File: src/rtl/sfd_pkg.sv
// Package for the serial frame deframer.
// Holds the field widths, the result kind codes, the register map and the config struct.
// No dependencies.
package sfd_pkg;

  localparam int unsigned ByteW = 8;
  localparam int unsigned LenW  = 16;
  localparam int unsigned KindW = 2;

  // result kinds
  localparam logic [KindW-1:0] KindByte    = 2'd0;
  localparam logic [KindW-1:0] KindAccept  = 2'd1;
  localparam logic [KindW-1:0] KindDiscard = 2'd2;

  // request types
  localparam logic ReqByte = 1'b0;
  localparam logic ReqTick = 1'b1;

  // register map: register i at byte address 4*i
  localparam int unsigned AddrW = 3;
  localparam logic RegTimeout = 1'b0;
  localparam logic RegMaxLen  = 1'b1;

  localparam logic [LenW-1:0] TimeoutReset = 16'd500;
  localparam logic [LenW-1:0] MaxLenReset  = 16'd8192;

  typedef struct packed {
    logic [LenW-1:0] timeout_limit;
    logic [LenW-1:0] max_length;
  } cfg_t;

endpackage

File: src/rtl/sfd_req_if.sv
// Request channel of the deframer: a received byte or an idle tick.
// Depends on sfd_pkg for the field widths.
interface sfd_req_if;
  logic                       valid;
  logic                       ready;
  logic                       req_type;
  logic [sfd_pkg::ByteW-1:0]  data_byte;

  modport source (output valid, output req_type, output data_byte, input ready);
  modport sink (input valid, input req_type, input data_byte, output ready);
endinterface

File: src/rtl/sfd_res_if.sv
// Result channel of the deframer: payload bytes and the closing accept/discard.
// Depends on sfd_pkg for the field widths.
interface sfd_res_if;
  logic                       valid;
  logic                       ready;
  logic [sfd_pkg::KindW-1:0]  result_kind;
  logic [sfd_pkg::ByteW-1:0]  payload_byte;
  logic [sfd_pkg::LenW-1:0]   byte_index;
  logic [sfd_pkg::LenW-1:0]   frame_length;

  modport source (output valid, output result_kind, output payload_byte,
                  output byte_index, output frame_length, input ready);
  modport sink (input valid, input result_kind, input payload_byte,
                input byte_index, input frame_length, output ready);
endinterface

File: src/rtl/serial_frame_deframer.sv
// Serial frame deframer, top level.
// Depends on sfd_pkg, sfd_req_if, sfd_res_if, sfd_cfg_regs and sfd_parser.
//
// Usage:
//   req_i carries one received byte (req_type 0) or one idle tick (req_type 1)
//   per request. Frames are FF FF, cipher, length lo/hi, payload, sum, FF FE.
//   res_o streams each payload byte with its index as it arrives, then closes
//   the frame with accept (with its length) or discard.
//   An idle count above timeout_limit restarts the parser on the next byte;
//   a frame already partly streamed is then closed with discard.
//   The APB port sets timeout_limit (addr 0) and max_length (addr 4); write
//   only while the block is idle.
// Timing:
//   One request per cycle sustained while res_o does not stall. The request is
//   registered, parsed in one pass against the frame state and the result is
//   registered. Ticks and header bytes produce no result; payload bytes, a bad
//   checksum or trailer and the closing FE produce one each.
// Reset:
//   Parser waits for the first FF, counters clear, registers take 500 / 8192.
// Stall:
//   When res_o stalls with a result held, one more request is taken into the
//   input register; req_i.ready drops after that until the result is taken.
module serial_frame_deframer #(
  parameter logic [sfd_pkg::LenW-1:0] TimeoutInit = sfd_pkg::TimeoutReset,
  parameter logic [sfd_pkg::LenW-1:0] MaxLenInit  = sfd_pkg::MaxLenReset
) (
  input  logic                       clk_i,
  input  logic                       rst_ni,
  sfd_req_if.sink                    req_i,
  sfd_res_if.source                  res_o,
  input  logic                       psel,
  input  logic                       penable,
  input  logic                       pwrite,
  input  logic [sfd_pkg::AddrW-1:0]  paddr,
  input  logic [31:0]                pwdata,
  output logic [31:0]                prdata,
  output logic                       pready
);

  sfd_pkg::cfg_t cfg;

  sfd_cfg_regs #(
    .TimeoutInit (TimeoutInit),
    .MaxLenInit  (MaxLenInit)
  ) u_cfg (
    .clk_i   (clk_i),
    .rst_ni  (rst_ni),
    .psel    (psel),
    .penable (penable),
    .pwrite  (pwrite),
    .paddr   (paddr),
    .pwdata  (pwdata),
    .prdata  (prdata),
    .pready  (pready),
    .cfg_o   (cfg)
  );

  sfd_parser u_parser (
    .clk_i  (clk_i),
    .rst_ni (rst_ni),
    .cfg_i  (cfg),
    .req_i  (req_i),
    .res_o  (res_o)
  );

endmodule

File: src/rtl/sfd_cfg_regs.sv
// APB-style configuration registers of the deframer (timeout limit, max length).
// Depends on sfd_pkg for the register map and cfg_t.
module sfd_cfg_regs #(
  parameter logic [sfd_pkg::LenW-1:0] TimeoutInit = sfd_pkg::TimeoutReset,
  parameter logic [sfd_pkg::LenW-1:0] MaxLenInit  = sfd_pkg::MaxLenReset
) (
  input  logic                       clk_i,
  input  logic                       rst_ni,
  input  logic                       psel,
  input  logic                       penable,
  input  logic                       pwrite,
  input  logic [sfd_pkg::AddrW-1:0]  paddr,
  input  logic [31:0]                pwdata,
  output logic [31:0]                prdata,
  output logic                       pready,
  output sfd_pkg::cfg_t              cfg_o
);

  sfd_pkg::cfg_t cfg_q, cfg_d;
  logic          wr_en;

  assign pready = 1'b1;
  assign wr_en  = psel & penable & pwrite;

  always_comb begin
    cfg_d = cfg_q;
    if (wr_en) begin
      unique case (paddr[2])
        sfd_pkg::RegTimeout: cfg_d.timeout_limit = pwdata[sfd_pkg::LenW-1:0];
        sfd_pkg::RegMaxLen:  cfg_d.max_length    = pwdata[sfd_pkg::LenW-1:0];
        default: ;
      endcase
    end
  end

  always_ff @(posedge clk_i or negedge rst_ni) begin
    if (!rst_ni) begin
      cfg_q.timeout_limit <= TimeoutInit;
      cfg_q.max_length    <= MaxLenInit;
    end else begin
      cfg_q <= cfg_d;
    end
  end

  always_comb begin
    unique case (paddr[2])
      sfd_pkg::RegTimeout: prdata = {16'd0, cfg_q.timeout_limit};
      sfd_pkg::RegMaxLen:  prdata = {16'd0, cfg_q.max_length};
      default:             prdata = 32'd0;
    endcase
  end

  assign cfg_o = cfg_q;

endmodule

File: src/rtl/sfd_parser.sv
// Frame parser: input register, one-pass parse logic and result register.
// Depends on sfd_pkg, sfd_req_if and sfd_res_if.
module sfd_parser (
  input  logic           clk_i,
  input  logic           rst_ni,
  input  sfd_pkg::cfg_t  cfg_i,
  sfd_req_if.sink        req_i,
  sfd_res_if.source      res_o
);

  localparam int unsigned PhW = 4;
  localparam logic [PhW-1:0] PhSync1  = 4'd0;
  localparam logic [PhW-1:0] PhSync2  = 4'd1;
  localparam logic [PhW-1:0] PhCipher = 4'd2;
  localparam logic [PhW-1:0] PhLenLo  = 4'd3;
  localparam logic [PhW-1:0] PhLenHi  = 4'd4;
  localparam logic [PhW-1:0] PhBody   = 4'd5;
  localparam logic [PhW-1:0] PhSum    = 4'd6;
  localparam logic [PhW-1:0] PhTail1  = 4'd7;
  localparam logic [PhW-1:0] PhTail2  = 4'd8;

  localparam logic [sfd_pkg::ByteW-1:0] SyncByte = 8'hFF;
  localparam logic [sfd_pkg::ByteW-1:0] EndByte  = 8'hFE;
  localparam logic [sfd_pkg::LenW-1:0]  IdleMax  = '1;

  // input register
  logic                        in_vld_q;
  logic                        in_type_q;
  logic [sfd_pkg::ByteW-1:0]   in_byte_q;

  // parse state
  logic [PhW-1:0]              phase_q, phase_d;
  logic [sfd_pkg::LenW-1:0]    len_q, len_d;
  logic [sfd_pkg::LenW-1:0]    seen_q, seen_d;
  logic [sfd_pkg::ByteW-1:0]   sum_q, sum_d;
  logic [sfd_pkg::LenW-1:0]    idle_q, idle_d;

  // result register
  logic                        out_vld_q;
  logic [sfd_pkg::KindW-1:0]   kind_q, kind_d;
  logic [sfd_pkg::ByteW-1:0]   pbyte_q, pbyte_d;
  logic [sfd_pkg::LenW-1:0]    idx_q, idx_d;
  logic [sfd_pkg::LenW-1:0]    flen_q, flen_d;
  logic                        emit;

  logic                        advance;
  logic                        timed_out;
  logic                        emitted;
  logic [PhW-1:0]              phase_eff;
  logic [sfd_pkg::LenW-1:0]    len_full;
  logic [sfd_pkg::LenW-1:0]    seen_inc;

  assign advance     = in_vld_q & (~out_vld_q | res_o.ready);
  assign req_i.ready = ~in_vld_q | advance;

  assign timed_out = (in_type_q == sfd_pkg::ReqByte) && (idle_q > cfg_i.timeout_limit);
  assign emitted   = (phase_q == PhBody) ? (seen_q != '0)
                   : (phase_q == PhSum || phase_q == PhTail1 || phase_q == PhTail2);
  assign phase_eff = timed_out ? PhSync1 : phase_q;
  assign len_full  = {in_byte_q, len_q[sfd_pkg::ByteW-1:0]};
  assign seen_inc  = seen_q + 1'b1;

  always_comb begin
    phase_d = phase_q;
    len_d   = len_q;
    seen_d  = seen_q;
    sum_d   = sum_q;
    idle_d  = idle_q;
    emit    = 1'b0;
    kind_d  = sfd_pkg::KindDiscard;
    pbyte_d = '0;
    idx_d   = '0;
    flen_d  = '0;
    if (in_type_q == sfd_pkg::ReqTick) begin
      if (idle_q != IdleMax) idle_d = idle_q + 1'b1;
    end else begin
      idle_d = '0;
      // timeout mid-frame: downstream drops what it already got
      if (timed_out && emitted) emit = 1'b1;
      unique case (phase_eff)
        PhSync2: begin
          if (in_byte_q == SyncByte) phase_d = PhCipher;
        end
        PhCipher: begin
          phase_d = (in_byte_q == 8'd0 || in_byte_q == 8'd1) ? PhLenLo : PhSync1;
        end
        PhLenLo: begin
          len_d   = {8'd0, in_byte_q};
          phase_d = PhLenHi;
        end
        PhLenHi: begin
          len_d = len_full;
          if (len_full != '0 && len_full <= cfg_i.max_length) begin
            seen_d  = '0;
            sum_d   = '0;
            phase_d = PhBody;
          end else begin
            phase_d = PhSync1;
          end
        end
        PhBody: begin
          sum_d   = sum_q + in_byte_q;
          emit    = 1'b1;
          kind_d  = sfd_pkg::KindByte;
          pbyte_d = in_byte_q;
          idx_d   = seen_q;
          seen_d  = seen_inc;
          if (seen_inc >= len_q) phase_d = PhSum;
        end
        PhSum: begin
          if (sum_q == in_byte_q) begin
            phase_d = PhTail1;
          end else begin
            emit    = 1'b1;
            phase_d = PhSync1;
          end
        end
        PhTail1: begin
          if (in_byte_q == SyncByte) begin
            phase_d = PhTail2;
          end else begin
            emit    = 1'b1;
            phase_d = PhSync1;
          end
        end
        PhTail2: begin
          emit = 1'b1;
          if (in_byte_q == EndByte) begin
            kind_d = sfd_pkg::KindAccept;
            flen_d = len_q;
          end
          phase_d = PhSync1;
        end
        default: begin
          // first sync byte, also the fallback for unused codes
          seen_d  = '0;
          sum_d   = '0;
          phase_d = (in_byte_q == SyncByte) ? PhSync2 : PhSync1;
        end
      endcase
    end
  end

  always_ff @(posedge clk_i or negedge rst_ni) begin
    if (!rst_ni) begin
      in_vld_q  <= 1'b0;
      out_vld_q <= 1'b0;
      phase_q   <= PhSync1;
      len_q     <= '0;
      seen_q    <= '0;
      sum_q     <= '0;
      idle_q    <= '0;
    end else begin
      if (req_i.ready) in_vld_q <= req_i.valid;
      if (advance) begin
        phase_q <= phase_d;
        len_q   <= len_d;
        seen_q  <= seen_d;
        sum_q   <= sum_d;
        idle_q  <= idle_d;
      end
      if (advance && emit) begin
        out_vld_q <= 1'b1;
      end else if (res_o.ready) begin
        out_vld_q <= 1'b0;
      end
    end
  end

  always_ff @(posedge clk_i) begin
    if (req_i.ready && req_i.valid) begin
      in_type_q <= req_i.req_type;
      in_byte_q <= req_i.data_byte;
    end
    if (advance && emit) begin
      kind_q  <= kind_d;
      pbyte_q <= pbyte_d;
      idx_q   <= idx_d;
      flen_q  <= flen_d;
    end
  end

  assign res_o.valid        = out_vld_q;
  assign res_o.result_kind  = kind_q;
  assign res_o.payload_byte = pbyte_q;
  assign res_o.byte_index   = idx_q;
  assign res_o.frame_length = flen_q;

endmodule

File: src/flat_wrapper.sv
// flat-port wrapper written by rule: the top's interface ports become plain ports
module serial_frame_deframer_flat 
#(
  parameter logic [sfd_pkg::LenW-1:0] TimeoutInit = sfd_pkg::TimeoutReset,
  parameter logic [sfd_pkg::LenW-1:0] MaxLenInit  = sfd_pkg::MaxLenReset
)
  (clk_i, rst_ni, psel, penable, pwrite, paddr, pwdata, prdata, pready, req_i_valid, req_i_req_type, req_i_data_byte, req_i_ready, res_o_valid, res_o_result_kind, res_o_payload_byte, res_o_byte_index, res_o_frame_length, res_o_ready);
  sfd_req_if req_i_i ();
  sfd_res_if res_o_i ();
  input  logic clk_i;
  input  logic rst_ni;
  input  logic psel;
  input  logic penable;
  input  logic pwrite;
  input  logic [sfd_pkg::AddrW-1:0] paddr;
  input  logic [31:0] pwdata;
  output logic [31:0] prdata;
  output logic pready;
  input wire logic [$bits(req_i_i.valid)-1:0] req_i_valid;
  input wire logic [$bits(req_i_i.req_type)-1:0] req_i_req_type;
  input wire logic [$bits(req_i_i.data_byte)-1:0] req_i_data_byte;
  output wire logic [$bits(req_i_i.ready)-1:0] req_i_ready;
  output wire logic [$bits(res_o_i.valid)-1:0] res_o_valid;
  output wire logic [$bits(res_o_i.result_kind)-1:0] res_o_result_kind;
  output wire logic [$bits(res_o_i.payload_byte)-1:0] res_o_payload_byte;
  output wire logic [$bits(res_o_i.byte_index)-1:0] res_o_byte_index;
  output wire logic [$bits(res_o_i.frame_length)-1:0] res_o_frame_length;
  input wire logic [$bits(res_o_i.ready)-1:0] res_o_ready;
  assign req_i_i.valid = req_i_valid;
  assign req_i_i.req_type = req_i_req_type;
  assign req_i_i.data_byte = req_i_data_byte;
  assign req_i_ready = req_i_i.ready;
  assign res_o_valid = res_o_i.valid;
  assign res_o_result_kind = res_o_i.result_kind;
  assign res_o_payload_byte = res_o_i.payload_byte;
  assign res_o_byte_index = res_o_i.byte_index;
  assign res_o_frame_length = res_o_i.frame_length;
  assign res_o_i.ready = res_o_ready;
  serial_frame_deframer #(.TimeoutInit(TimeoutInit), .MaxLenInit(MaxLenInit)) u_core (.clk_i(clk_i), .rst_ni(rst_ni), .req_i(req_i_i), .res_o(res_o_i), .psel(psel), .penable(penable), .pwrite(pwrite), .paddr(paddr), .pwdata(pwdata), .prdata(prdata), .pready(pready));
endmodule
File: config.mk
export PLATFORM = sky130hd
export DESIGN_NAME = serial_frame_deframer_flat
export DESIGN_NICKNAME = d
export VERILOG_FILES = /design/src/rtl/sfd_pkg.sv /design/src/rtl/sfd_req_if.sv /design/src/rtl/sfd_res_if.sv /design/src/rtl/serial_frame_deframer.sv /design/src/rtl/sfd_cfg_regs.sv /design/src/rtl/sfd_parser.sv /design/src/flat_wrapper.sv
export SDC_FILE = /design/constraint.sdc
export NUM_CORES = 1
export LEC_CHECK = 0
export ABC_AREA = 1
export ABC_CLOCK_PERIOD_IN_PS = 7600
export BUFFER_PORTS_ARGS = -buffer_cell sky130_fd_sc_hd__buf_2
export CORE_UTILIZATION = 35
export DETAILED_ROUTE_END_ITERATION = 12
export SKIP_CTS_REPAIR_TIMING = 1
export SLEW_MARGIN = 20
export SYNTH_ARGS = -nofsm -noshare
export SYNTH_HDL_FRONTEND = slang
export SYNTH_HIERARCHICAL = 1
export SYNTH_SLANG_ARGS = --single-unit
File: constraint.sdc
create_clock -name clk_i -period 7.6 [get_ports clk_i]
set_input_delay 1.14 -clock clk_i [delete_from_list [all_inputs] [get_ports clk_i]]
set_output_delay 1.14 -clock clk_i [all_outputs]
set_load 0.03 [all_outputs]
Word level (Yosys, flattened, before mapping)
Index checks and enable logic that the tools add are counted.
{ "totals": {"regBits": 145, "input_bits": 51, "output_inout_bits": 77} }
{ "classes": {"add_sub_neg": 3, "order_cmp": 3, "eq_ne": 21, "mux": 27, "bitwise_logic": 14, "reduce_logical": 24} }
{ "op_table": {"columns": ["cell", "count"], "rows": [
  ["case mux 32 bit (2 select lines)", 1],
  ["2-to-1 mux 16 bit", 3],
  ["case mux 16 bit (3 select lines)", 1],
  ["adder 16 x 1 -> 16 bit (second input constant)", 2],
  ["case mux 16 bit (2 select lines)", 1],
  ["case mux 4 bit (8 select lines)", 1],
  ["nonzero test 16 bit", 2],
  ["== test 4 x 3 -> 1 bit (second input constant)", 7],
  ["case mux 8 bit (3 select lines)", 1],
  ["== test 8 bit (second input constant)", 2],
  ["greater-or-equal comparator 16 bit", 1],
  ["greater-than comparator 16 bit", 1],
  ["less-or-equal comparator 16 bit", 1],
  ["2-to-1 mux 4 bit", 4],
  ["!= test 16 bit (second input constant)", 1],
  ["AND reduction 4 bit", 3],
  ["inverter 1 bit", 9],
  ["adder 8 bit", 1],
  ["== test 4 x 2 -> 1 bit (second input constant)", 2],
  ["== test 4 bit (second input constant)", 2],
  ["== test 8 x 1 -> 1 bit (second input constant)", 1],
  ["== test 8 bit", 1],
  ["zero test 8 bit", 1],
  ["2-to-1 mux 1 bit", 8],
  ["other kinds (18)", 35]
]} }

Logic depth before layout (Yosys ltp)
Gate-level depths: netlist of run 1.
{ "logic_depth": {"word_depth": 11, "depth_mapped": 21, "mapped_depth_nobuf": 20} }

Hierarchy
The synthesis of run 1 kept the hierarchy.
{ "modules_own_cells": {"columns": ["mod", "instances", "cells_per_inst", "area_each_um2", "seq_area_each_um2"], "rows": [
  ["sfd_parser", 1, 789, 6762.7, 3083.0],
  ["sfd_cfg_regs", 1, 213, 1636.6, 809.5]
]} }

Least setup slack after synthesis of run 1
Ideal clock, no wire load.
{ "synth_path": {"path_type": "reg-to-reg", "startpoint": "register u_core.u_cfg.cfg_q (netlist bit u_core/u_cfg/cfg_o[23])", "endpoint": "register u_core.u_parser.idx_q (netlist bit u_core/u_parser/res_o.byte_index[0]) (enable)", "setup_time_ns": 0.396, "arrival_ns": 2.731, "required_ns": 7.204, "setup_slack_ns": 4.473, "path_stages_with_launch": 15, "n_path_buf": 1, "cell_sequence": "dfstp_2 inv_1 ha_1 nand2_1 nor2_2 nand4_1 o21ai_1 inv_1 nand2_1 buf_6 o21ai_0 nand3_1 nand2_1 o21bai_1 inv_1"} }
{ "synth_via": {"elab_chain_len": 8} }
{ "synth_lines": {"columns": ["element", "line", "rtl"], "rows": [
  ["start, declared", "sfd_cfg_regs.sv:19", "sfd_pkg::cfg_t cfg_q, cfg_d;"],
  ["start signal, assigned", "sfd_cfg_regs.sv:41", "cfg_q <= cfg_d;"],
  ["greater-than comparator 16 bit (*)", "sfd_parser.sv:56", "assign timed_out = (in_type_q == sfd_pkg::ReqByte) && (idle_q > cfg_i.timeout_limit);"],
  ["logical AND 1 bit (*)", "sfd_parser.sv:56", null],
  ["2-to-1 mux 4 bit or logical AND 1 bit (tied branches)", "sfd_parser.sv:59, sfd_parser.sv:79", null],
  ["== test 4 bit (tied with other cells)", "sfd_parser.sv:80", "unique case (phase_eff)"],
  ["OR reduction 2 bit (no source line) (tied with other cells)", null, null],
  ["case mux 1 bit (3 select lines) (*)", "sfd_parser.sv:80", null],
  ["2-to-1 mux 1 bit (*)", "sfd_parser.sv:74", "if (in_type_q == sfd_pkg::ReqTick) begin"],
  ["logical AND 1 bit (*)", "sfd_parser.sv:175", "if (advance && emit) begin"],
  ["end signal, assigned", "sfd_parser.sv:178", "idx_q <= idx_d;"],
  ["end, declared", "sfd_parser.sv:42", "logic [sfd_pkg::LenW-1:0] idx_q, idx_d;"]
]} }
Mark *: on every way between the ends. The rest lies on a longest branch, timed or not.
A chain may end at the register's enable or synchronous reset.

Worst setup path after layout of run 1
{ "layout_path": {"startpoint": "input port paddr[2] (netlist bit)", "endpoint": "output port prdata[14]"} }
{ "layout_via": {"elab_chain_len": 2} }
{ "layout_lines": {"columns": ["element", "line", "rtl"], "rows": [
  ["start, declared", "flat_wrapper.sv:15", "input logic [sfd_pkg::AddrW-1:0] paddr;"],
  ["inverter 1 bit", null, null],
  ["case mux 32 bit (2 select lines) (*)", "sfd_cfg_regs.sv:46", "unique case (paddr[2])"],
  ["end, declared", "flat_wrapper.sv:17", "output logic [31:0] prdata;"]
]} }
Mark *: on every way between the ends. The rest lies on a longest branch, timed or not. The select of a mux whose other input is x is not followed.

==> key figures, run 1 <==
Status
  • Status: finished, final reports clean

Critical path
  • CP Capture Type: output port
  • CP Max Fanout: 34
  • CP Launch Type: primary input
  • Slowest CP cell: buf_2
  • Critical Path, Cell by Cell: buf_2, inv_2, nand2_1, nand2_1, buf_2
  • Arrival time of the worst setup path: between 2 and 3 ns
  • Critical path's top delay family: buffers and inverters
  • CP Class: in -> out
  • Data required, critical path: roughly 6.5 ns
  • Peak per-stage delay on the critical path: approximately 0.5 ns
  • CP bufs+invs: 3

CTS
  • Clock transition at path regs: roughly 0.060 ns
  • H-tree Lvls: 4
  • Bufs on Longest Clock Path: 2
  • Root buffer cell: clkbuf_16
  • TritonCTS clock tree: yes
  • Num CTS Buffers: 17
  • Worst skew pair latency: about 0.43 ns
  • # clock sinks: about 150

Synth
  • Synth unique cells: 45
  • Most area-consuming cells after synthesis: dfrtp_1, edfxtp_1, nand2_1
  • Avg Cell Area, Syn: ~8.4 sq um
  • Synth area leader: dfrtp_1
  • Syn Inst Count: roughly 1.0k
  • EDFF count, synth: between 50 and 60
  • Ys async rst share: between 60 and 70%
  • Synth warn: 6
  • Share of the synthesized area in the top cell type: ~26%
  • Predominant post-synthesis flop cell: dfrtp_1
  • Synthesis-stage register bit count: 145
  • Post-Syn Area: roughly 8400 sq um
  • Sequential fraction of the synthesis area: a little under half

Pwr
  • Reg power frac: between 40 and 50%
  • P_int: ~1.6 mW
  • Leakage: between 4 and 5 nW
  • Switch share: 35.4%
  • Clock power share: around 32%
  • Sw Pwr: between 0.8 and 0.9 mW
  • Logic pwr share: ~27%
  • Peak VDD IR: 0.133 mV
  • Pwr/cell area: approximately 260 nW/um^2

Finish
  • Share of cells above drive strength 1: 14.9%
  • Final non-filler cell area: ~9600 sq um
  • Area Growth Syn to Fin: 14.2%
  • Antenna diodes: 0
  • # nets final: around 1.2k
  • Post-route insts no fill: between 1k and 1.5k
  • Core Util, Final: roughly two fifths

Timing
  • Number of setup violations in the final report: 0
  • Fin Setup TNS: 0 ns
  • Unrepaired setup endpoints after global routing: no
  • PnR worst setup slack: between 3 and 4 ns
  • Slew HR: between 30% and 40%
  • Final Skew: about 0.017 ns
  • Slew Limit Fails: 0
  • Final hold vios: 0
  • Least-Margin Pin Slew: 1.03 ns
  • Clock period minus worst slack: about 3.7 ns
  • Max Clock Freq: roughly 270 MHz
  • Final Cycle Share: 48.2%

Drt
  • DRT Pass-1 Iters: 5
  • Drt drc: 0
  • Post-DR wirelength/cell: 14.1 microns
  • ANT nets after route: 0
  • Final wirelength: 20000 microns
  • DR iter-0 viols: around 560
  • Routed vias: just under 7k
  • Post-DR vias/cell: approximately 4.8

Global routing
  • Gr usage total: approximately 17%
  • Initial antenna violation count: 0
  • First-pass GRT wire length: roughly 33000 microns
  • Maximum number of pins on one net before global-route repair: 55
  • Vias in the first global route: ~6.5k
  • GRT Residual Overflow: 0

Floorplanning
  • Initial Util: a little over a third
  • Core area: between 20000 and 25000 sq um
  • Die W: 157 microns
  • Cell Rows: 56
  • Die H: about 160 microns
  • Total Die Area: about 25000 sq um
  • I/O pin count: ~130

Placed design
  • Final HPWL DP: around 14000 microns
  • Worst slack, placed: a little under 4 ns
  • Placed inst area: roughly 9000 sq um
  • GP Congestion: 0.890
  • PortBufs: 92
  • Placed cells: 1383

Hold path
  • Hold crit path type: reg -> reg

Run
  • Max-cap viol count: 0
==> flip-flops by register name, indices dropped and copies added, names as in the netlist <==
name                                cells
u_core/u_parser/in_vld_q                1
u_core/u_parser/idle_q                 16
u_core/u_parser/res_o.valid             1
u_core/u_parser/in_type_q               1
u_core/u_parser/res_o.frame_length     16
u_core/u_parser/in_byte_q               8
u_core/u_cfg/cfg_o                     32
u_core/u_parser/res_o.payload_byte      8
u_core/u_parser/seen_q                 16
u_core/u_parser/res_o.result_kind       2
u_core/u_parser/sum_q                   8
u_core/u_parser/phase_q                 4
u_core/u_parser/res_o.byte_index       16
u_core/u_parser/len_q                  16
==> worst paths after layout <==
path	slack (ns)	cells after the start	end	startpoint
setup / recovery	3.94	5	prdata[14]	paddr[2]
hold / removal	0.47	2	u_core/u_cfg/cfg_o[22]	u_core/u_cfg/cfg_o[22]
setup reg to reg	3.98	12	u_core/u_parser/res_o.payload_byte[7]	u_core/u_cfg/cfg_o[23]
hold reg to reg	0.47	2	u_core/u_cfg/cfg_o[22]	u_core/u_cfg/cfg_o[22]
max in group asynchronous	5.78	2	u_core/u_parser/len_q[10]	rst_ni
min in group asynchronous	0.69	1	u_core/u_cfg/cfg_o[15]	rst_ni
==> synthesized netlist by cell type, types with 9 or more instances <==
cell / count
a21oi_1: 32
buf_2: 16
buf_4: 22
dfrtp_1: 87
edfxtp_1: 51
ha_1: 58
inv_1: 129
nand2_1: 255
nand3_1: 79
nand4_1: 24
nor2_1: 81
nor3_1: 12
nor4_1: 9
o21ai_0: 31
o21ai_1: 14
o21ai_2: 10
xor2_1: 18
==> cells in the final DEF, fill, tap and decap left out, drive strengths merged, types with 2 or more instances in the layout <==
cell type / synthesis / layout
xor2: 18 / 18
nor2: 85 / 85
nor4: 9 / 9
nor3: 14 / 14
a21oi: 33 / 33
buf: 42 / 94
dfrtp: 87 / 87
a31oi: 3 / 3
o31ai: 3 / 3
clkbuf: 5 / 19
o21bai: 2 / 2
xnor2: 2 / 2
nand3: 80 / 80
inv: 132 / 135
o22ai: 8 / 8
o21a: 3 / 3
clkinv: 0 / 7
nand3b: 3 / 3
conb: 2 / 17
edfxtp: 51 / 51
or2: 3 / 3
nand4: 26 / 26
dfstp: 7 / 7
bufinv: 0 / 2
o21ai: 55 / 55
ha: 58 / 58
a21o: 3 / 3
nand2: 263 / 263
==> per-layer routing <==
metal | wire length [microns] | GRT usage (%) | vias up
li1 | - | - | 3417
met3 | 790 | 3.41 | 14
met5 | 0 | 0 | -
met2 | 9350 | 28.2 | 155
met4 | 174 | 5.14 | 0
met1 | 9710 | 23.2 | 3208
==> kinds of logic after synthesis <==
group           count (synthesis)  share of synthesized area [%]
simple gates                  485                           25.2
buf+inv                       179                           9.62
flops                         145                           46.3
compound gates                112                           7.73
fa+ha+maj                      59                           8.88
xor+xnor                       20                           2.09
other cells                     2                         0.0894
==> power by group through the flow <==
stage                     sequential (mW)  clock [mW]  combinational (mW)
after floorplan                      1.03           0               0.516
after global placement               1.04           0               0.678
after detailed placement             1.04           0               0.689
after CTS                            1.03       0.840               0.696
after global routing                 1.04       0.870               0.804
final                                1.02       0.818               0.690
==> through the flow <==
step	hold WS, ns	power (mW)
3_3_place_gp	0.461	1.72
2_1_floorplan	0.450	1.55
4_1_cts	0.474	2.56
5_1_grt	0.485	2.71
3_5_place_dp	0.465	1.73
6_report	0.469	2.53
==> area by class of cell <==
cell class                 instances  area, sq um
fill                            2383        13900
tap                              319          399
clock inverter                    13          136
clock buffer                      19          433
sequential                       145         3890
inverter                         132          495
multi-input combinational        693         3760
timing repair buffer              94          478
==> worst reg2reg max path, cell delays in order, from the launching register on <==
cell     delay, ns
dfstp_2       0.54
inv_1         0.05
ha_1          0.28
nand2_1       0.08
nor2_2        0.14
nand4_1       0.10
o21ai_1       0.17
inv_1         0.05
nand2_1       0.32
nand2_1       0.24
inv_2         0.42
nand2_1       0.64
nor2_1        0.41
Power figures use the tool's default switching activity.
==> run 2: changes to the inputs <==
--- a/config.mk
+++ b/config.mk
@@ -5,8 +5,8 @@
 export SDC_FILE = /design/constraint.sdc
 export NUM_CORES = 1
 export LEC_CHECK = 0
-export ABC_AREA = 1
-export ABC_CLOCK_PERIOD_IN_PS = 7600
+export ABC_AREA = 0
+export ABC_CLOCK_PERIOD_IN_PS = 3500
 export BUFFER_PORTS_ARGS = -buffer_cell sky130_fd_sc_hd__buf_2
 export CORE_UTILIZATION = 35
 export DETAILED_ROUTE_END_ITERATION = 12
==> constraint.sdc (replaced) <==
create_clock -name clk_i -period 3.5 [get_ports clk_i]
set_input_delay 0.525 -clock clk_i [delete_from_list [all_inputs] [get_ports clk_i]]
set_output_delay 0.525 -clock clk_i [all_outputs]
set_load 0.03 [all_outputs]
==> run 2 against run 1 <==
Effect of this change:
- routed wire length rose by 0.34%
- sequential power increased by 130%
- die area decreased by 0.97%
- critical path depth up 11
- critical path type is now reg -> reg
==> key figures, run 2 <==
Synth
  • Syn Inst Count: 780
  • Most area-consuming cells after synthesis: dfrtp_1, edfxtp_1, ha_1
  • Synth area leader: dfrtp_1
  • Synth warn: 6
  • Synth unique cells: 66
  • Ys async rst share: between 60% and 70%
  • Avg Cell Area, Syn: 10.7 sq um
  • Synthesis-stage register bit count: around 150
  • Share of the synthesized area in the top cell type: 26.2%
  • Most frequent cell after synthesis: dfrtp_1
  • Post-Syn Area: just over 8000 sq um
  • EDFF count, synth: a little over 50
  • Sequential fraction of the synthesis area: 46.8%
  • Predominant post-synthesis flop cell: dfrtp_1
  • Synth top cells by count: dfrtp_1, inv_1, nand2_1

Floorplanning
  • Cell Rows: 56
  • Die W: roughly 160 microns
  • Die H: 156 microns
  • Initial Util: a little over a third
  • Total Die Area: around 24000 sq um
  • Core area: between 20000 and 25000 sq um
  • I/O pin count: around 130

Critical path
  • Setup slack, reg-to-reg: approximately 0.055 ns
  • CP Launch Point: u_core/u_parser/seen_q[1]
  • Arrival time of the worst setup path: 3.72 ns
  • CP endpoint: u_core/u_parser/phase_q[2]
  • CP Launch Type: flip-flop
  • CP Class: reg -> reg
  • Crit Reg-Reg Endpoint: u_core/u_parser/phase_q[2]
  • CP Max Fanout: 4
  • RR Startpoint: u_core/u_parser/seen_q[1]
  • R2r worst-path depth: 16
  • Data required, critical path: 3.78 ns
  • CP Capture Type: flip-flop

CTS
  • Num CTS Buffers: 17
  • H-tree Lvls: 4
  • Worst skew pair latency: approximately 0.42 ns
  • TritonCTS clock tree: yes
  • # clock sinks: roughly 150
  • Bufs on Longest Clock Path: 2
  • Clock transition at path regs: about 0.060 ns
  • Root buffer cell: clkbuf_16

Drt
  • Post-DR vias/cell: around 5.0
  • Final wirelength: approximately 20000 microns
  • Drt drc: 0
  • Post-DR wirelength/cell: about 16 microns
  • Routed vias: approximately 6.2k
  • DR iter-0 viols: between 300 and 400
  • DRT Pass-1 Iters: 5
  • ANT nets after route: 0

Timing
  • Final hold vios: 0
  • Max Clock Freq: between 200 and 300 MHz
  • Number of setup violations in the final report: 0
  • Unrepaired setup endpoints after global routing: yes
  • Clock period minus worst slack: between 3 and 4 ns
  • Slew Limit Fails: 0
  • Final Cycle Share: between 90 and 100%
  • Least-Margin Pin Slew: 0.767 ns
  • PnR worst setup slack: 0.0553 ns
  • Slew HR: between 40% and 50%
  • Final Skew: roughly 0.0078 ns

Placed design
  • Worst slack, placed: between 0.02 and 0.03 ns
  • PortBufs: slightly above 90
  • Final HPWL DP: approximately 15000 microns
  • GP Congestion: a little under 0.9

Pwr
  • Switch share: between 30% and 40%
  • Pwr/cell area: 634 nW/um^2
  • Peak VDD IR: between 0.3 and 0.4 mV
  • Reg power frac: 37.3%
  • Clock power share: 29.5%
  • Sw Pwr: between 2 and 2.5 mW
  • Leakage: 4.42 nW
  • P_int: between 4 and 5 mW
  • Logic pwr share: 33.2%

Global routing
  • Gr usage total: about 17%
  • GRT Residual Overflow: 0
  • Maximum number of pins on one net before global-route repair: between 50 and 60
  • Vias in the first global route: slightly above 6k
  • Initial antenna violation count: 0
  • First-pass GRT wire length: around 32000 microns

Finish
  • Footprint of the multi-input gates: slightly above 4000 sq um
  • # nets final: between 1k and 1.5k
  • Max FFs per register: 32
  • Register area: around 3900 sq um
  • Most common cell after layout, fill and taps aside: buf_2
  • Area Growth Syn to Fin: 19.5%
  • Share of cells above drive strength 1: between 20% and 30%
  • Commonest non-fill, non-tap cells in the layout: buf_2, dfrtp_1, inv_1
  • Core Util, Final: approximately 42%
  • Fillcell total: between 2k and 2.5k
  • Antenna diodes: 0

Status
  • Status: finished, final reports clean

Hold path
  • Hold crit path type: in -> async

Run
  • Max-cap viol count: 0
-- run 2: worst min-delay path by stage --
stage | cells past startpoint | end | from | slack, ns
floorplan | 0 | u_core/u_cfg/cfg_o[0] | rst_ni | 0.23
global placement | 1 | u_core/u_parser/len_q[15] | u_core/u_parser/len_q[15] | 0.48
detailed placement | 1 | u_core/u_parser/len_q[10] | u_core/u_parser/len_q[10] | 0.48
CTS | 1 | u_core/u_cfg/cfg_o[28] | rst_ni | 0.12
global route | 1 | u_core/u_cfg/cfg_o[28] | rst_ni | 0.16
finish | 1 | u_core/u_cfg/cfg_o[28] | rst_ni | 0.11
-- run 2: metal layers --
metal,share of wire (%),track usage [%]
met3,4.0,3.06
met5,0,0
met2,48,27.9
met1,47,23.0
met4,1.6,5.74
-- run 2: final cells by class --
type	instances	area share (%)
repair buffers	130	7.78
flip-flops and latches	145	39.2
inverters	68	2.57
clock inverters	13	1.62
well taps	319	4.02
multi-input cells	534	40.5
clock buffers	19	4.36
-- run 2: kinds of logic (layout without fill, tap and decap cells) --
kind of cell / count (synthesis) / count (layout) / share of synthesized area (%)
AND/OR/NAND/NOR: 248 / 248 / 15.6
flip-flops: 145 / 145 / 46.8
buffers and inverters: 116 / 230 / 6.59
AO/OA/AOI/OAI: 111 / 111 / 9.22
multiplexers: 64 / 64 / 9.09
adder cells (fa/ha/maj): 59 / 59 / 8.97
XOR/XNOR: 35 / 35 / 3.69
other: 2 / 17 / 0.0903
-- run 2: critical path: stages (launching register included) --
cell and delay [ns]:
dfrtp_1 0.37, ha_2 0.19, nand2_1 0.05, or4_4 0.42, or4_4 0.45, buf_4 0.16
xnor2_1 0.13, ha_2 0.19, a21oi_2 0.11, nor2_1 0.07, a2111oi_2 0.43, buf_4 0.19
nand2_1 0.04, o21ai_1 0.15, buf_4 0.16, a2bb2oi_2 0.15, a31oi_1 0.05
-- run 2: power by group through the flow --
| stage | combinational (mW) | sequential [mW] | clock, mW |
|---|---|---|---|
| after floorplan | 1.47 | 2.34 | 0 |
| after global placement | 2.02 | 2.37 | 0 |
| after detailed placement | 2.05 | 2.37 | 0 |
| after CTS | 2.07 | 2.34 | 1.90 |
| after global routing | 2.33 | 2.39 | 1.97 |
| final | 2.09 | 2.35 | 1.86 |
-- run 2: stage by stage --
stage	hold WS, ns	power, mW	TNS (ns)	cell area, sq um	std cells
global route	0.156	6.68	-0.492	9940	1228
detailed placement	0.482	4.42	0	9270	1194
global placement	0.483	4.38	-0.155	9270	1194
finish	0.114	6.30	0	9940	1228
CTS	0.123	6.31	-0.199	9860	1226
floorplan	0.229	3.81	0	8410	795
==> run 3: changes to the inputs <==
--- a/config.mk
+++ b/config.mk
@@ -8,10 +8,12 @@
 export ABC_AREA = 0
 export ABC_CLOCK_PERIOD_IN_PS = 3500
 export BUFFER_PORTS_ARGS = -buffer_cell sky130_fd_sc_hd__buf_2
+export CAP_MARGIN = 30
 export CORE_UTILIZATION = 35
+export CTS_BUF_LIST = sky130_fd_sc_hd__clkbuf_8 sky130_fd_sc_hd__clkbuf_16
 export DETAILED_ROUTE_END_ITERATION = 12
 export SKIP_CTS_REPAIR_TIMING = 1
-export SLEW_MARGIN = 20
+export SLEW_MARGIN = 10
 export SYNTH_ARGS = -nofsm -noshare
 export SYNTH_HDL_FRONTEND = slang
 export SYNTH_HIERARCHICAL = 1
==> run 3 against run 2 <==
Effect of this change:
- via count is essentially flat
- sequential power about the same
- worst hold slack about the same
- sequential share of layout area unchanged
- first-iteration DRC count unchanged
- maximum frequency about the same
- utilization is the same
- clock power is essentially flat
- worst setup slack got worse by 0.00080 ns
- largest power group unchanged
==> key figures, run 3 (synthesis results as in run 2) <==
Status
  • Status: finished, final reports clean

Floorplanning
  • Die W: 156 microns
  • I/O pin count: roughly 130
  • Cell Rows: 56
  • Core area: around 23000 sq um
  • Initial Util: 35.5%
  • Total Die Area: 24400 sq um
  • Die H: between 150 and 200 microns

Critical path
  • CP Launch Type: flip-flop
  • CP Capture Type: flip-flop
  • Setup slack, reg-to-reg: roughly 0.054 ns
  • RR Startpoint: u_core/u_parser/seen_q[1]
  • Crit Reg-Reg Endpoint: u_core/u_parser/phase_q[2]
  • Data required, critical path: 3.78 ns
  • Arrival time of the worst setup path: approximately 3.7 ns
  • Critical Path, Cell by Cell: ha_2, nand2_1, or4_4, or4_4, buf_4, xnor2_1, ha_2, a21oi_2, nor2_1, a2111oi_2, buf_4, nand2_1, o21ai_1, buf_4, a2bb2oi_2, a31oi_1
  • Slowest CP cell: or4_4
  • CP Class: reg -> reg
  • CP Max Fanout: 4
  • Most repeated library cell on the critical path: buf_4
  • R2r worst-path depth: 16
  • Peak per-stage delay on the critical path: approximately 0.45 ns

Global routing
  • GRT Residual Overflow: 0
  • Maximum number of pins on one net before global-route repair: between 50 and 60
  • Gr usage total: about 17%
  • Vias in the first global route: between 6k and 7k
  • First-pass GRT wire length: around 32000 microns
  • Initial antenna violation count: 0

Timing
  • Max Clock Freq: around 290 MHz
  • Unrepaired setup endpoints after global routing: yes
  • Final hold vios: 0
  • Slew HR: between 40% and 50%
  • Slew Limit Fails: 0
  • Clock period minus worst slack: between 3 and 4 ns
  • Fin Setup TNS: 0 ns
  • Number of setup violations in the final report: 0
  • Fin Hold WS: 0.115 ns
  • Least-Margin Pin Slew: between 0.7 and 0.8 ns
  • Final Cycle Share: a little over nine tenths
  • Final Skew: between 0.008 and 0.009 ns

Hold path
  • Hold crit path type: in -> async

Placed design
  • PortBufs: between 90 and 100
  • Final HPWL DP: about 15000 microns
  • GP Congestion: ~0.88

Drt
  • DR iter-0 viols: ~360
  • Drt drc: 0
  • Final wirelength: between 20000 and 25000 microns
  • ANT nets after route: 0
  • Routed vias: roughly 6.2k
  • DRT Pass-1 Iters: 5
  • Post-DR vias/cell: 5.01
  • Post-DR wirelength/cell: ~16 microns

Finish
  • Fillcell total: about 2.3k
  • Max FFs per register: 32
  • Commonest non-fill, non-tap cells in the layout: buf_2, dfrtp_1, inv_1
  • Core Util, Final: between 40% and 50%
  • # nets final: about 1k
  • Most common cell after layout, fill and taps aside: buf_2
  • Area Growth Syn to Fin: 19.5%
  • Antenna diodes: 0
  • Share of cells above drive strength 1: roughly 28%

CTS
  • Worst skew pair latency: ~0.42 ns
  • TritonCTS clock tree: yes
  • Root buffer cell: clkbuf_16
  • # clock sinks: roughly 150
  • H-tree Lvls: 4
  • Clock transition at path regs: about 0.060 ns
  • Num CTS Buffers: 17
  • Bufs on Longest Clock Path: 2

Pwr
  • Switch share: around 36%
  • P_int: a little over 4 mW
  • Clock power share: 29.5%
  • Overall power: between 6 and 7 mW
  • Logic pwr share: 33.2%
  • Leakage: around 4.4 nW
  • Peak VDD IR: 0.346 mV
  • Reg power frac: a little under two fifths
  • Sw Pwr: between 2 and 2.5 mW
  • Pwr/cell area: about 630 nW/um^2

Run
  • Max-cap viol count: 0
run 3: changes by cell type in the layout (fill, tap and decap cells not counted):
| cell | before | now |
|---|---|---|
| clkbuf_1 | 2 | 0 |
| inv_1 | 68 | 70 |
run 3: per-stage QoR:
step	cells	setup slack (ns)	instance area, sq um
global route	1228	-0.133	9940
detailed placement	1194	0.0293	9270
finish	1228	0.0545	9940
CTS	1226	-0.0597	9860
floorplan	795	0.00193	8410
global placement	1194	-0.0490	9270
run 3: power by group through the flow:
stage	logic, mW	clock network, mW	registers (mW)
after detailed placement	2.05	0	2.37
after floorplan	1.47	0	2.34
after global placement	2.02	0	2.37
final	2.09	1.85	2.35
after global routing	2.33	1.96	2.39
after CTS	2.07	1.89	2.34
run 3: worst max path at each step:
stage                                          from                                   to  slack [ns]  cells after the start
after floorplan              u_core/u_cfg/cfg_o[21]  u_core/u_parser/res_o.byte_index[0]       0.002                      9
after global routing      u_core/u_parser/seen_q[0]           u_core/u_parser/phase_q[2]       -0.13                     17
after CTS                 u_core/u_parser/seen_q[5]           u_core/u_parser/phase_q[0]       -0.06                     15
final                     u_core/u_parser/seen_q[1]           u_core/u_parser/phase_q[2]        0.05                     16
after detailed placement  u_core/u_parser/seen_q[4]           u_core/u_parser/phase_q[0]        0.03                     15
after global placement    u_core/u_parser/seen_q[5]           u_core/u_parser/phase_q[0]       -0.05                     15
run 3: metal layers:
layer | vias up | wire, microns | track usage, % | part of all wire, %
li1 | 2975 | - | - | -
met1 | 3010 | 9450 | 23.0 | 47
met2 | 145 | 9560 | 27.9 | 48
met3 | 21 | 796 | 3.06 | 4.0
met4 | 0 | 291 | 5.74 | 1.4
met5 | - | 0 | 0 | 0
run 3: cell type report:
cell class	instances	area, sq um	share of cell area [%]
Clock buffer	17	425	4.28
Clock inverter	15	169	1.70
Multi-Input combinational cell	534	4020	40.5
Inverter	68	255	2.57
Sequential cell	145	3890	39.2
Timing Repair Buffer	130	773	7.78
Tap cell	319	399	4.02
run 3: critical path, delay by kind of cell (launching register included):
kind | cells | cell delay (ns)
and+or+nand+nor | 5 | 1.03
AOI/OAI and AO/OA | 5 | 0.89
xor gates and xnor gates | 1 | 0.13
adders and majority gates | 2 | 0.38
DFF | 1 | 0.37
buffers and inverters | 3 | 0.51
